**config.mk**
```make
export PLATFORM = sky130hd
export DESIGN_NAME = scan_pulse_and_range_average
export DESIGN_NICKNAME = d
export VERILOG_FILES = /design/src/hw/rtl/spra_pkg.sv /design/src/hw/rtl/scan_pulse_and_range_average.sv /design/src/hw/rtl/spra_ram.sv /design/src/hw/rtl/spra_ring.sv /design/src/hw/rtl/spra_ctrl.sv
export SDC_FILE = /design/constraint.sdc
export NUM_CORES = 1
export LEC_CHECK = 0
export BUFFER_PORTS_ARGS = -buffer_cell sky130_fd_sc_hd__buf_2
export CORE_ASPECT_RATIO = 1.75
export CORE_MARGIN = 2
export CORE_UTILIZATION = 45
export CTS_CLUSTER_SIZE = 25
export DETAILED_ROUTE_END_ITERATION = 6
export PLACE_DENSITY_LB_ADDON = 0.12
export SLEW_MARGIN = 20
export SYNTH_ARGS = -nofsm -noshare
export SYNTH_HDL_FRONTEND = slang
export SYNTH_HIERARCHICAL = 1
export SYNTH_SLANG_ARGS = --single-unit
```
**constraint.sdc**
```tcl
create_clock -name aclk -period 5.03 [get_ports aclk]
set_input_delay 1.006 -clock aclk [delete_from_list [all_inputs] [get_ports aclk]]
set_output_delay 1.006 -clock aclk [all_outputs]
set_load 0.01 [all_outputs]
```
**src/hw/rtl/spra_pkg.sv**
```systemverilog
package spra_pkg;

    localparam int DATA_W = 8;
    localparam int REQ_W  = 3;
    localparam int CFG_INDEX_W = 8;

    localparam int RING_DEPTH_DEF = 50;

    // Event codes carried in req_type
    localparam logic [REQ_W-1:0] REQ_COMMAND  = 3'd0;
    localparam logic [REQ_W-1:0] REQ_DISTANCE = 3'd1;
    localparam logic [REQ_W-1:0] REQ_ZERO     = 3'd2;
    localparam logic [REQ_W-1:0] REQ_HALF     = 3'd3;
    localparam logic [REQ_W-1:0] REQ_COMPARE  = 3'd4;
    localparam logic [REQ_W-1:0] REQ_PERIOD   = 3'd5;
    localparam logic [REQ_W-1:0] REQ_POLL     = 3'd6;

    // Configuration register indexes
    localparam logic [CFG_INDEX_W-1:0] CFG_START_CODE      = 8'd0;
    localparam logic [CFG_INDEX_W-1:0] CFG_STOP_CODE       = 8'd1;
    localparam logic [CFG_INDEX_W-1:0] CFG_PULSE_LIMIT     = 8'd2;
    localparam logic [CFG_INDEX_W-1:0] CFG_HALF_TURN_COUNT = 8'd3;

    localparam logic [DATA_W-1:0] START_CODE_RST      = 8'd228;
    localparam logic [DATA_W-1:0] STOP_CODE_RST       = 8'd229;
    localparam logic [DATA_W-1:0] PULSE_LIMIT_RST     = 8'd210;
    localparam logic [DATA_W-1:0] HALF_TURN_COUNT_RST = 8'd210;

    typedef struct packed {
        logic [REQ_W-1:0]  req_type;
        logic [DATA_W-1:0] data_byte;
    } in_item_t;

    typedef struct packed {
        logic              fire_pulse;
        logic              avg_valid;
        logic [DATA_W-1:0] avg_distance;
        logic              start_strobe;
        logic              poll_request;
        logic [DATA_W-1:0] count_now;
        logic              running_now;
        logic              zero_side;
    } out_item_t;

    // Pulse controller state after the current item
    typedef struct packed {
        logic              fire;
        logic [DATA_W-1:0] count;
        logic              running;
        logic              zero_side;
    } ctrl_status_t;

endpackage

```
**src/hw/rtl/scan_pulse_and_range_average.sv**
```systemverilog
// Scan platform controller: takes one event item per clock (command byte,
// distance byte, zero or half-turn mark, compare, period or poll tick) while
// the result register is free or drained, and returns exactly one result item
// for each, registered, in the cycle after the item is accepted. The sustained
// rate is one item per cycle while m_ready holds: the running ring sum removes
// any pass over the ring, and the single read port of the distance ring is
// prefetched at the next write position, so a distance item finds its
// outgoing entry ready. The period-tick mean is the ring sum multiplied by a
// fixed reciprocal of RING_DEPTH, exact for every sum. Ring entries start as
// zero through per-entry valid bits cleared at reset, so no clearing pass is
// needed and items are taken straight after reset. Configuration writes are
// taken in any cycle out of reset and are meant to arrive only while the
// block is idle; indexes beyond the four registers are dropped.
module scan_pulse_and_range_average #(
    parameter int RING_DEPTH = spra_pkg::RING_DEPTH_DEF
) (
    input  logic                             aclk,
    input  logic                             aresetn,
    input  logic                             s_valid,
    output logic                             s_ready,
    input  spra_pkg::in_item_t               s_payload,
    output logic                             m_valid,
    input  logic                             m_ready,
    output spra_pkg::out_item_t              m_payload,
    input  logic                             cfg_valid,
    output logic                             cfg_ready,
    input  logic [spra_pkg::CFG_INDEX_W-1:0] cfg_index,
    input  logic [spra_pkg::DATA_W-1:0]      cfg_data
);

    import spra_pkg::*;

    logic              accept;
    logic              is_period;
    logic [DATA_W-1:0] avg;
    ctrl_status_t      status;
    out_item_t         out_reg, out_next;
    logic              m_valid_reg;

    // Take a new item whenever the result register is empty or being drained
    assign s_ready   = aresetn && (!m_valid_reg || m_ready);
    assign accept    = s_valid && s_ready;
    assign cfg_ready = aresetn;
    assign is_period = (s_payload.req_type == REQ_PERIOD);

    spra_ctrl u_ctrl (
        .aclk      (aclk),
        .aresetn   (aresetn),
        .item_en   (accept),
        .item      (s_payload),
        .cfg_en    (cfg_valid && cfg_ready),
        .cfg_index (cfg_index),
        .cfg_data  (cfg_data),
        .status    (status)
    );

    // Distance bytes go into the ring; the mean reflects the ring before this item
    spra_ring #(
        .RING_DEPTH (RING_DEPTH)
    ) u_ring (
        .aclk    (aclk),
        .aresetn (aresetn),
        .wr_en   (accept && (s_payload.req_type == REQ_DISTANCE)),
        .wr_data (s_payload.data_byte),
        .avg     (avg)
    );

    // Assemble the result item; the mean reads as zero off a period tick
    always_comb begin
        out_next.fire_pulse   = status.fire;
        out_next.avg_valid    = is_period;
        out_next.avg_distance = is_period ? avg : '0;
        out_next.start_strobe = (s_payload.req_type == REQ_COMPARE);
        out_next.poll_request = (s_payload.req_type == REQ_POLL);
        out_next.count_now    = status.count;
        out_next.running_now  = status.running;
        out_next.zero_side    = status.zero_side;
    end

    always_ff @(posedge aclk) begin
        if (!aresetn) begin
            m_valid_reg <= 1'b0;
        end else if (accept) begin
            m_valid_reg <= 1'b1;
        end else if (m_ready) begin
            m_valid_reg <= 1'b0;
        end
    end

    // Hold the result while stalled, load a fresh one on accept
    always_ff @(posedge aclk) begin
        if (accept) begin
            out_reg <= out_next;
        end
    end

    assign m_valid   = m_valid_reg;
    assign m_payload = out_reg;

    // A zero mark clears the count and flags the zero side
    a_zero_mark: assert property (@(posedge aclk) disable iff (!aresetn)
        accept && (s_payload.req_type == REQ_ZERO)
        |=> m_valid && (m_payload.count_now == '0) && m_payload.zero_side)
        else $error("zero mark did not clear the pulse count");

    // A half-turn mark loads a count and leaves the zero side
    a_half_mark: assert property (@(posedge aclk) disable iff (!aresetn)
        accept && (s_payload.req_type == REQ_HALF)
        |=> m_valid && !m_payload.zero_side && !m_payload.fire_pulse)
        else $error("half-turn mark handled wrongly");

    // At most one of the tick flags per result
    a_flags_onehot: assert property (@(posedge aclk) disable iff (!aresetn)
        m_valid |-> $onehot0({m_payload.avg_valid, m_payload.start_strobe,
                              m_payload.poll_request}))
        else $error("more than one tick flag set in a result");

    // A compare tick neither fires a pulse nor moves the count
    a_compare: assert property (@(posedge aclk) disable iff (!aresetn)
        accept && (s_payload.req_type == REQ_COMPARE)
        |=> m_payload.start_strobe && !m_payload.fire_pulse
            && (m_payload.count_now == $past(status.count)))
        else $error("compare tick disturbed the pulse count");

endmodule

```
**src/hw/rtl/spra_ram.sv**
```systemverilog
module spra_ram #(
    parameter int WIDTH = 8,
    parameter int DEPTH = 50
) (
    input  logic                                   aclk,
    input  logic                                   wr_en,
    input  logic [(DEPTH > 1 ? $clog2(DEPTH) : 1)-1:0] wr_addr,
    input  logic [WIDTH-1:0]                       wr_data,
    input  logic [(DEPTH > 1 ? $clog2(DEPTH) : 1)-1:0] rd_addr,
    output logic [WIDTH-1:0]                       rd_data
);

    logic [WIDTH-1:0] mem_reg [DEPTH];
    logic [WIDTH-1:0] rd_data_reg;

    always_ff @(posedge aclk) begin
        if (wr_en) begin
            mem_reg[wr_addr] <= wr_data;
        end
        rd_data_reg <= mem_reg[rd_addr];
    end

    assign rd_data = rd_data_reg;

endmodule

```
**src/hw/rtl/spra_ring.sv**
```systemverilog
module spra_ring #(
    parameter int RING_DEPTH = spra_pkg::RING_DEPTH_DEF
) (
    input  logic                        aclk,
    input  logic                        aresetn,
    input  logic                        wr_en,
    input  logic [spra_pkg::DATA_W-1:0] wr_data,
    output logic [spra_pkg::DATA_W-1:0] avg
);

    import spra_pkg::*;

    localparam int POS_W   = (RING_DEPTH > 1) ? $clog2(RING_DEPTH) : 1;
    localparam int SUM_W   = $clog2(255 * RING_DEPTH + 1);
    localparam int SHIFT   = SUM_W + $clog2(RING_DEPTH);
    localparam int RECIP_W = SHIFT + 1;
    localparam int PROD_W  = SUM_W + RECIP_W;
    localparam longint unsigned RECIP_VAL =
        ((64'd1 << SHIFT) + 64'(RING_DEPTH) - 64'd1) / 64'(RING_DEPTH);
    localparam logic [RECIP_W-1:0] RECIP = RECIP_W'(RECIP_VAL);
    localparam logic [POS_W-1:0]   POS_LAST = POS_W'(RING_DEPTH - 1);

    logic [POS_W-1:0]      pos_reg, pos_next, rd_addr;
    logic [SUM_W-1:0]      sum_reg, sum_next;
    logic [RING_DEPTH-1:0] valid_reg;
    logic                  byp_reg;
    logic [DATA_W-1:0]     byp_data_reg;
    logic [DATA_W-1:0]     rd_data, old_data;
    logic [PROD_W-1:0]     prod;

    // Entry at the write position, prefetched ahead through the registered read port
    always_comb begin
        if (!valid_reg[pos_reg]) begin
            old_data = '0;
        end else if (byp_reg) begin
            old_data = byp_data_reg;
        end else begin
            old_data = rd_data;
        end
    end

    assign pos_next = (pos_reg == POS_LAST) ? '0 : pos_reg + 1'b1;
    assign rd_addr  = wr_en ? pos_next : pos_reg;
    assign sum_next = sum_reg - SUM_W'(old_data) + SUM_W'(wr_data);

    spra_ram #(
        .WIDTH (DATA_W),
        .DEPTH (RING_DEPTH)
    ) u_ram (
        .aclk    (aclk),
        .wr_en   (wr_en),
        .wr_addr (pos_reg),
        .wr_data (wr_data),
        .rd_addr (rd_addr),
        .rd_data (rd_data)
    );

    always_ff @(posedge aclk) begin
        if (!aresetn) begin
            pos_reg   <= '0;
            sum_reg   <= '0;
            valid_reg <= '0;
            byp_reg   <= 1'b0;
        end else begin
            byp_reg <= wr_en && (rd_addr == pos_reg);
            if (wr_en) begin
                pos_reg            <= pos_next;
                sum_reg            <= sum_next;
                valid_reg[pos_reg] <= 1'b1;
            end
        end
    end

    always_ff @(posedge aclk) begin
        byp_data_reg <= wr_data;
    end

    // Divide by the depth through an exact reciprocal
    assign prod = PROD_W'(sum_reg) * PROD_W'(RECIP);
    assign avg  = prod[SHIFT +: DATA_W];

endmodule

```
**src/hw/rtl/spra_ctrl.sv**
```systemverilog
module spra_ctrl (
    input  logic                             aclk,
    input  logic                             aresetn,
    input  logic                             item_en,
    input  spra_pkg::in_item_t               item,
    input  logic                             cfg_en,
    input  logic [spra_pkg::CFG_INDEX_W-1:0] cfg_index,
    input  logic [spra_pkg::DATA_W-1:0]      cfg_data,
    output spra_pkg::ctrl_status_t           status
);

    import spra_pkg::*;

    logic [DATA_W-1:0] start_code_reg, stop_code_reg, pulse_limit_reg, half_turn_reg;
    logic [DATA_W-1:0] count_reg, count_next;
    logic              on_reg, on_next;
    logic              zero_reg, zero_next;
    logic              fire;

    always_comb begin
        count_next = count_reg;
        on_next    = on_reg;
        zero_next  = zero_reg;
        fire       = 1'b0;
        unique case (item.req_type)
            REQ_COMMAND: begin
                if (item.data_byte == start_code_reg) begin
                    on_next    = 1'b1;
                    fire       = 1'b1;
                    count_next = count_reg + 1'b1;
                end else if (item.data_byte == stop_code_reg) begin
                    on_next = 1'b0;
                end
            end
            REQ_ZERO: begin
                zero_next  = 1'b1;
                count_next = '0;
            end
            REQ_HALF: begin
                zero_next  = 1'b0;
                count_next = half_turn_reg;
            end
            REQ_PERIOD: begin
                if (on_reg && (count_reg < pulse_limit_reg)) begin
                    fire       = 1'b1;
                    count_next = count_reg + 1'b1;
                end
            end
            default: begin
            end
        endcase
    end

    always_ff @(posedge aclk) begin
        if (!aresetn) begin
            count_reg       <= '0;
            on_reg          <= 1'b0;
            zero_reg        <= 1'b0;
            start_code_reg  <= START_CODE_RST;
            stop_code_reg   <= STOP_CODE_RST;
            pulse_limit_reg <= PULSE_LIMIT_RST;
            half_turn_reg   <= HALF_TURN_COUNT_RST;
        end else begin
            if (item_en) begin
                count_reg <= count_next;
                on_reg    <= on_next;
                zero_reg  <= zero_next;
            end
            if (cfg_en) begin
                unique case (cfg_index)
                    CFG_START_CODE:      start_code_reg  <= cfg_data;
                    CFG_STOP_CODE:       stop_code_reg   <= cfg_data;
                    CFG_PULSE_LIMIT:     pulse_limit_reg <= cfg_data;
                    CFG_HALF_TURN_COUNT: half_turn_reg   <= cfg_data;
                    default: begin
                    end
                endcase
            end
        end
    end

    assign status.fire      = fire;
    assign status.count     = count_next;
    assign status.running   = on_next;
    assign status.zero_side = zero_next;

endmodule
```
==> out/metrics.cfg, run 1 <==
[outcome]
outcome = finished clean

[layout]
stdcell_count = 2911
fillers = 5071
seq_area_um2 = 15300
multiInputGateArea_um2 = 10500
largest_reg_flops = 400
finalCoreUtilization_pct = 50.6
antenna_cells = 0
layout_commonest_cell = edfxtp_1
final_cell_mix = edfxtp_1, mux2i_1, inv_1
area_growth_pct = 11.6
final_cell_area_um2 = 29800
final_layout_size_suffix_gt1_share_pct = 14.1
nets = 2312

[die]
ios = 57
row_count = 118
die_y_um = 326
die_area_um2 = 61500
initial_utilization_pct = 45.4
chipWidth_um = 188
fp.coreArea_um2 = 58900

[sta]
hold_slack_ps = 464
fmax_ghz = 0.207
rsz0062_at_grt = no
period_needed_ps = 4820
skew_ps = 24.4
tightest_slew_ps = 1150
fin_tns_setup_ps = 0
slew_viol_final = 0
slew_headroom_pct = 23.0
setup_viol = 0
final-hold-violation-count = 0
fin_crit_sh_pct = 95.9
worst_slack_ps = 206

[worst_setup_path]
ff2ff_setup_slack_ps = 210
arrival_ps = 5170
crit_path_frequent_cell = fa_1
crit_chain = buf_4 -> ha_4 -> fa_1 -> fa_1 -> fa_1 -> inv_1 -> fa_1 -> inv_1 -> ha_1 -> a31oi_1 -> nand3_1 -> a41o_1 -> a21oi_4 -> nor3_4 -> o211ai_1 -> or3b_1 -> and2_4
crit_type = register to register
critical-path-slowest-cell = fa_1
cp_slowest_stage_delay_ps = 550
crit_fanout = 4
critPathLaunchType = register
end_kind = register
required_ps = 5370

[detailed_routing]
drc = 0
drtAntennaViolNets = 0
drt_iter0_markers = 965
wl_per_cell_um = 23.8
via_per_inst = 5.53
vias = 16100
firstDrtPassIters = 5
totalWireLength_mm = 69.3

[grt]
grt_max_degree = 91
grt_pass1_vias = 17100
globalRouteOverflowTotal = 0
antenna_found_initial = 1
grt_pass1_wl_mm = 104
grt.total_usage_pct = 22.8

[hold_path]
min_path_type = register to register

[logic_synthesis]
ys.flop_type = edfxtp_1
ys_ff_latch = 552
ys_seq_area_share_pct = 57.1
synthCells = 1996
synth_largest_area_cell = edfxtp_1
synth_top_area_share_pct = 47.4
synthArstFlopShare_pct = 0
synth_edf_count = 422
netlist_area_um2 = 26700
synthTopCellsByArea = edfxtp_1, dfxtp_1, mux2i_1
syn_nets = 2216
syn_area_per_cell_um2 = 13.4
synth.distinct_cells = 78
yosys_warnings = 6

[placed_design]
preCtsSetupSlack_ps = -146
dp.cells = 2819
port_buffers = 56
finalWeightedCongestion = 0.865
placed_area_um2 = 28200
dpl.hpwl_mm = 50.0

[cts]
cts_sinks = 552
cts-root-buf = clkbuf_16
cts_tree = built
numCtsBuffers = 51
htreeDepth = 2
clockBufferDepth = 3
post_cts_buffers = 0
clk_latency_ps = 590
path_clk_slew_ps = 70

[power_and_ir_drop]
leakagePower_nw = 11.1
vdd_drop_max_mv = 0.263
power_density_nw_per_um2 = 306
intPower_mw = 7.13
total_power_mw = 9.12
power_frac_seq_pct = 54.0
swShare_pct = 21.9
p_sw_mw = 2.00
power_frac_comb_pct = 5.0
pwr-share-clk_pct = 41.1

[job]
maxCapViolations = 0

what timing repair did:
action,in CTS,in global routing
setup endpoints to repair,3,8
endpoints found under the hold margin,0,0
resized for setup,3,17
hold buffers,0,0
pin swaps,0,5
per-layer routing:
layer | part of all wire (%) | vias to the layer above | wire length [µm] | global-route usage (%)
met1 | 36 | 8109 | 25200 | 24.6
met4 | 5.5 | 0 | 3800 | 11.7
li1 | - | 7487 | - | -
met3 | 3.3 | 142 | 2260 | 2.12
met2 | 55 | 374 | 38000 | 43.7
met5 | 0 | - | 0 | 0
cells in the mapped netlist (9+ instances only):
master    count
and2_1       16
nor2_1      119
mux4_2       29
a311oi_1      9
nor2b_1      66
xor2_1       12
inv_1       146
buf_4        31
clkbuf_1     40
dfxtp_1     130
a21oi_1      64
a21o_1       14
nand2b_1     17
a22oi_1      36
nor3_1       44
o21a_1       33
o21ai_0      24
buf_2        15
nand4_1      12
nand3b_1     10
nand3_1      32
mux2i_1     201
fa_1         70
mux2_2       16
a31oi_1      11
ha_1        118
xnor2_1      23
a22o_1       14
nand2_1      95
a211oi_1      9
edfxtp_1    422
cell families (layout without fill, tap and decap cells):
family | count (synthesis) | in the layout | synth area share [%]
DFF | 552 | 552 | 57.1
and+or+nand+nor | 462 | 462 | 8.93
AOI/OAI and AO/OA | 266 | 266 | 6.92
muxes | 249 | 249 | 10.9
buffers and inverters | 243 | 378 | 4.15
adders and majority gates | 188 | 188 | 10.8
xor gates and xnor gates | 35 | 35 | 1.15
other | 1 | 1 | 0.0140
worst paths after layout:
path | start | endpoint | depth (start not counted)
worst min register to register | u_ring/valid_reg[14]$_SDFFE_PN0P_ | u_ring/valid_reg[14]$_SDFFE_PN0P_ | 1
worst max-delay path | u_ring/sum_reg[11]$_SDFFE_PN0P_ | m_payload[19]$_SDFFCE_PN0P_ | 17
worst max register to register | u_ring/sum_reg[11]$_SDFFE_PN0P_ | m_payload[19]$_SDFFCE_PN0P_ | 17
worst min-delay path | u_ring/valid_reg[14]$_SDFFE_PN0P_ | u_ring/valid_reg[14]$_SDFFE_PN0P_ | 1
final cells by class:
| class | count | area share, % |
|---|---|---|
| flip-flops and latches | 552 | 51.3 |
| multi-input cells | 1201 | 35.1 |
| clock buffers | 58 | 4.44 |
| well taps | 780 | 3.27 |
| repair buffers | 140 | 3.24 |
| inverters | 146 | 1.84 |
| clock inverters | 34 | 0.902 |
power groups by stage:
stage                     logic (mW)  clock network [mW]  registers, mW
after global placement         0.451                   0           5.02
final                          0.453                3.75           4.92
after detailed placement       0.458                   0           5.02
after CTS                      0.459                3.83           4.92
after global routing           0.502                3.99           4.92
after floorplan                0.258                   0           5.03
critical path, delay by kind of cell (launching register included):
kind	cells	cell delay, ps
buffers and inverters	3	250
and+or+nand+nor	4	670
AOI/OAI and AO/OA	4	840
adders and majority gates	6	2440
DFF	1	360
Power figures use the tool's default switching activity.
==> run 2, diff against run 1 <==
--- a/config.mk
+++ b/config.mk
@@ -6,9 +6,10 @@
 export NUM_CORES = 1
 export LEC_CHECK = 0
 export BUFFER_PORTS_ARGS = -buffer_cell sky130_fd_sc_hd__buf_2
-export CORE_ASPECT_RATIO = 1.75
+export CELL_PAD_IN_SITES_DETAIL_PLACEMENT = 1
+export CELL_PAD_IN_SITES_GLOBAL_PLACEMENT = 2
 export CORE_MARGIN = 2
-export CORE_UTILIZATION = 45
+export CORE_UTILIZATION = 41
 export CTS_CLUSTER_SIZE = 25
 export DETAILED_ROUTE_END_ITERATION = 6
 export PLACE_DENSITY_LB_ADDON = 0.12
==> constraint.sdc (replaced) <==
create_clock -name aclk -period 4.4 [get_ports aclk]
set_input_delay 0.88 -clock aclk [delete_from_list [all_inputs] [get_ports aclk]]
set_output_delay 0.88 -clock aclk [all_outputs]
set_load 0.01 [all_outputs]
==> out/metrics.cfg, run 2 (synthesis gave the netlist of run 1 again) <==
[outcome]
outcome = finished with violations
failed_checks = negative setup slack

[sta]
setup_viol = 6  ; +6
hold_slack_ps = 461  ; -2.51 ps
skew_ps = 56.7  ; +32.4 ps
period_needed_ps = 4680  ; -147 ps
slew_viol_final = 0  ; unchanged
rsz0062_at_grt = yes
fin_tns_setup_ps = -1120  ; -1120 ps
tightest_slew_ps = 974  ; -179 ps
worst_slack_ps = -277  ; -483 ps
fmax_ghz = 0.214  ; +3.1%
slew_headroom_pct = 34.8  ; +12 points
fin_crit_sh_pct = 106  ; +10 points
final-hold-violation-count = 0  ; unchanged

[cts]
clk_latency_ps = 650  ; +60 ps
numCtsBuffers = 58  ; +14%
clockBufferDepth = 3  ; unchanged
cts-root-buf = clkbuf_16
htreeDepth = 2  ; unchanged
path_clk_slew_ps = 60  ; about the same
cts_tree = built
cts_sinks = 552  ; unchanged

[worst_setup_path]
crit_fanout = 6  ; +2
arrival_ps = 5040  ; -130 ps
crit_type = register to register
end_kind = register
critPathLaunchType = register
required_ps = 4760  ; -610 ps

[power_and_ir_drop]
power_density_nw_per_um2 = 351  ; +15%
leakagePower_nw = 11.9  ; +7.1%
vdd_drop_max_mv = 0.377  ; +43%

[detailed_routing]
drtAntennaViolNets = 0  ; unchanged
drt-met1-wl_mm = 32.9  ; +31%
firstDrtPassIters = 5  ; unchanged
wl_per_cell_um = 23.1  ; -2.9%
met3_length_mm = 2.99  ; +32%
via_per_inst = 5.37  ; -3.0%
vias = 16800  ; +4.0%
drc = 0  ; unchanged
totalWireLength_mm = 72.2  ; +4.2%
drt_iter0_markers = 1041  ; +7.9%
highest_layer = met4
wl_met2_mm = 35.0  ; -8.1%

[grt]
grt_max_degree = 102  ; +12%
globalRouteOverflowTotal = 0  ; unchanged
grt_pass1_wl_mm = 109  ; +4.3%
grt_pass1_vias = 17900  ; +4.9%
antenna_found_initial = 7  ; +6
grt.total_usage_pct = 21.5  ; -1.3 points

[layout]
final_layout_size_suffix_gt1_share_pct = 21.7  ; +7.7 points
antenna_cells = 0  ; unchanged
finalCoreUtilization_pct = 48.9  ; -1.7 points
area_growth_pct = 17.9
nets = 2440  ; +5.5%
largest_reg_flops = 400  ; unchanged
final_cell_mix = edfxtp_1, mux2i_1, buf_4
layout_commonest_cell = edfxtp_1

[die]
fp.coreArea_um2 = 64500  ; +9.4%
chipWidth_um = 259  ; +38%
row_count = 93  ; -21%
ios = 57  ; unchanged
die_area_um2 = 67300  ; +9.5%
initial_utilization_pct = 41.5  ; -3.9 points
die_y_um = 259  ; -21%

[placed_design]
dpl.hpwl_mm = 50.7  ; +1.3%
port_buffers = 56  ; unchanged
finalWeightedCongestion = 0.803  ; -7.1%

[job]
maxCapViolations = 0  ; unchanged

[hold_path]
min_path_type = register to register

[run 2: timing repair]
| action | CTS | global route |
|---|---|---|
| endpoints found under the setup margin | 17 | 17 |
| buffers inserted | 5 | 11 |
| cloned | 0 | 0 |
| gates resized for setup | 43 | 45 |
| hold buffers | 0 | 0 |
| pin swaps | 30 | 27 |
| hold endpoints to repair | 0 | 0 |
[run 2: layout make-up]
class                           instances  area [µm²]
Clock buffer                           79        1650
Clock inverter                         28         235
Timing Repair Buffer                  261        1930
Multi-Input combinational cell       1201       10800
Tap cell                              855        1070
Inverter                              146         553
Sequential cell                       552       15300
Fill cell                            6535       32900
[run 2: final timing paths]
kind	start	to	depth (start not counted)	slack (ps)
min reg2reg	u_ring/valid_reg[45]$_SDFFE_PN0P_	u_ring/valid_reg[45]$_SDFFE_PN0P_	1	460
max	u_ring/sum_reg[9]$_SDFFE_PN0P_	m_payload[19]$_SDFFCE_PN0P_	18	-280
min	u_ring/valid_reg[45]$_SDFFE_PN0P_	u_ring/valid_reg[45]$_SDFFE_PN0P_	1	460
max reg2reg	u_ring/sum_reg[9]$_SDFFE_PN0P_	m_payload[19]$_SDFFCE_PN0P_	18	-280
[run 2: power breakdown]
group          switching, mW  internal, mW
Combinational          0.353         0.238
Sequential            0.0123          5.61
Clock                   2.10          2.75
Total                   2.47          8.60
[run 2: stage by stage]
step	instances	cell area, µm²	power (mW)	setup slack, ps
2_1_floorplan	1996	26800	6.04	-184
3_3_place_gp	3000	29200	6.29	-404
3_5_place_dp	3000	29200	6.31	-483
4_1_cts	3111	31300	11.2	-225
5_1_grt	3122	31500	11.4	-473
6_report	3122	31500	11.1	-277
[run 2: critical path, stage by stage, from the launching register on]
cell     delay (ps)
dfxtp_4         380
fa_1            490
ha_1            310
inv_2            40
fa_1            550
inv_1            60
fa_1            490
inv_1            50
fa_1            490
inv_2            50
ha_4            270
nand2_2          60
o211a_1         240
o21ai_2         160
a21oi_4          70
nor3_4          160
nor3_1           70
or3b_1          350
and2_4          140
[run 2: per-layer routing]
layer  track usage (%)  vias up
met3              3.16       88
li1                  -     7762
met1              29.8     8641
met2              35.8      272
met5                 0        -
met4              4.69        0
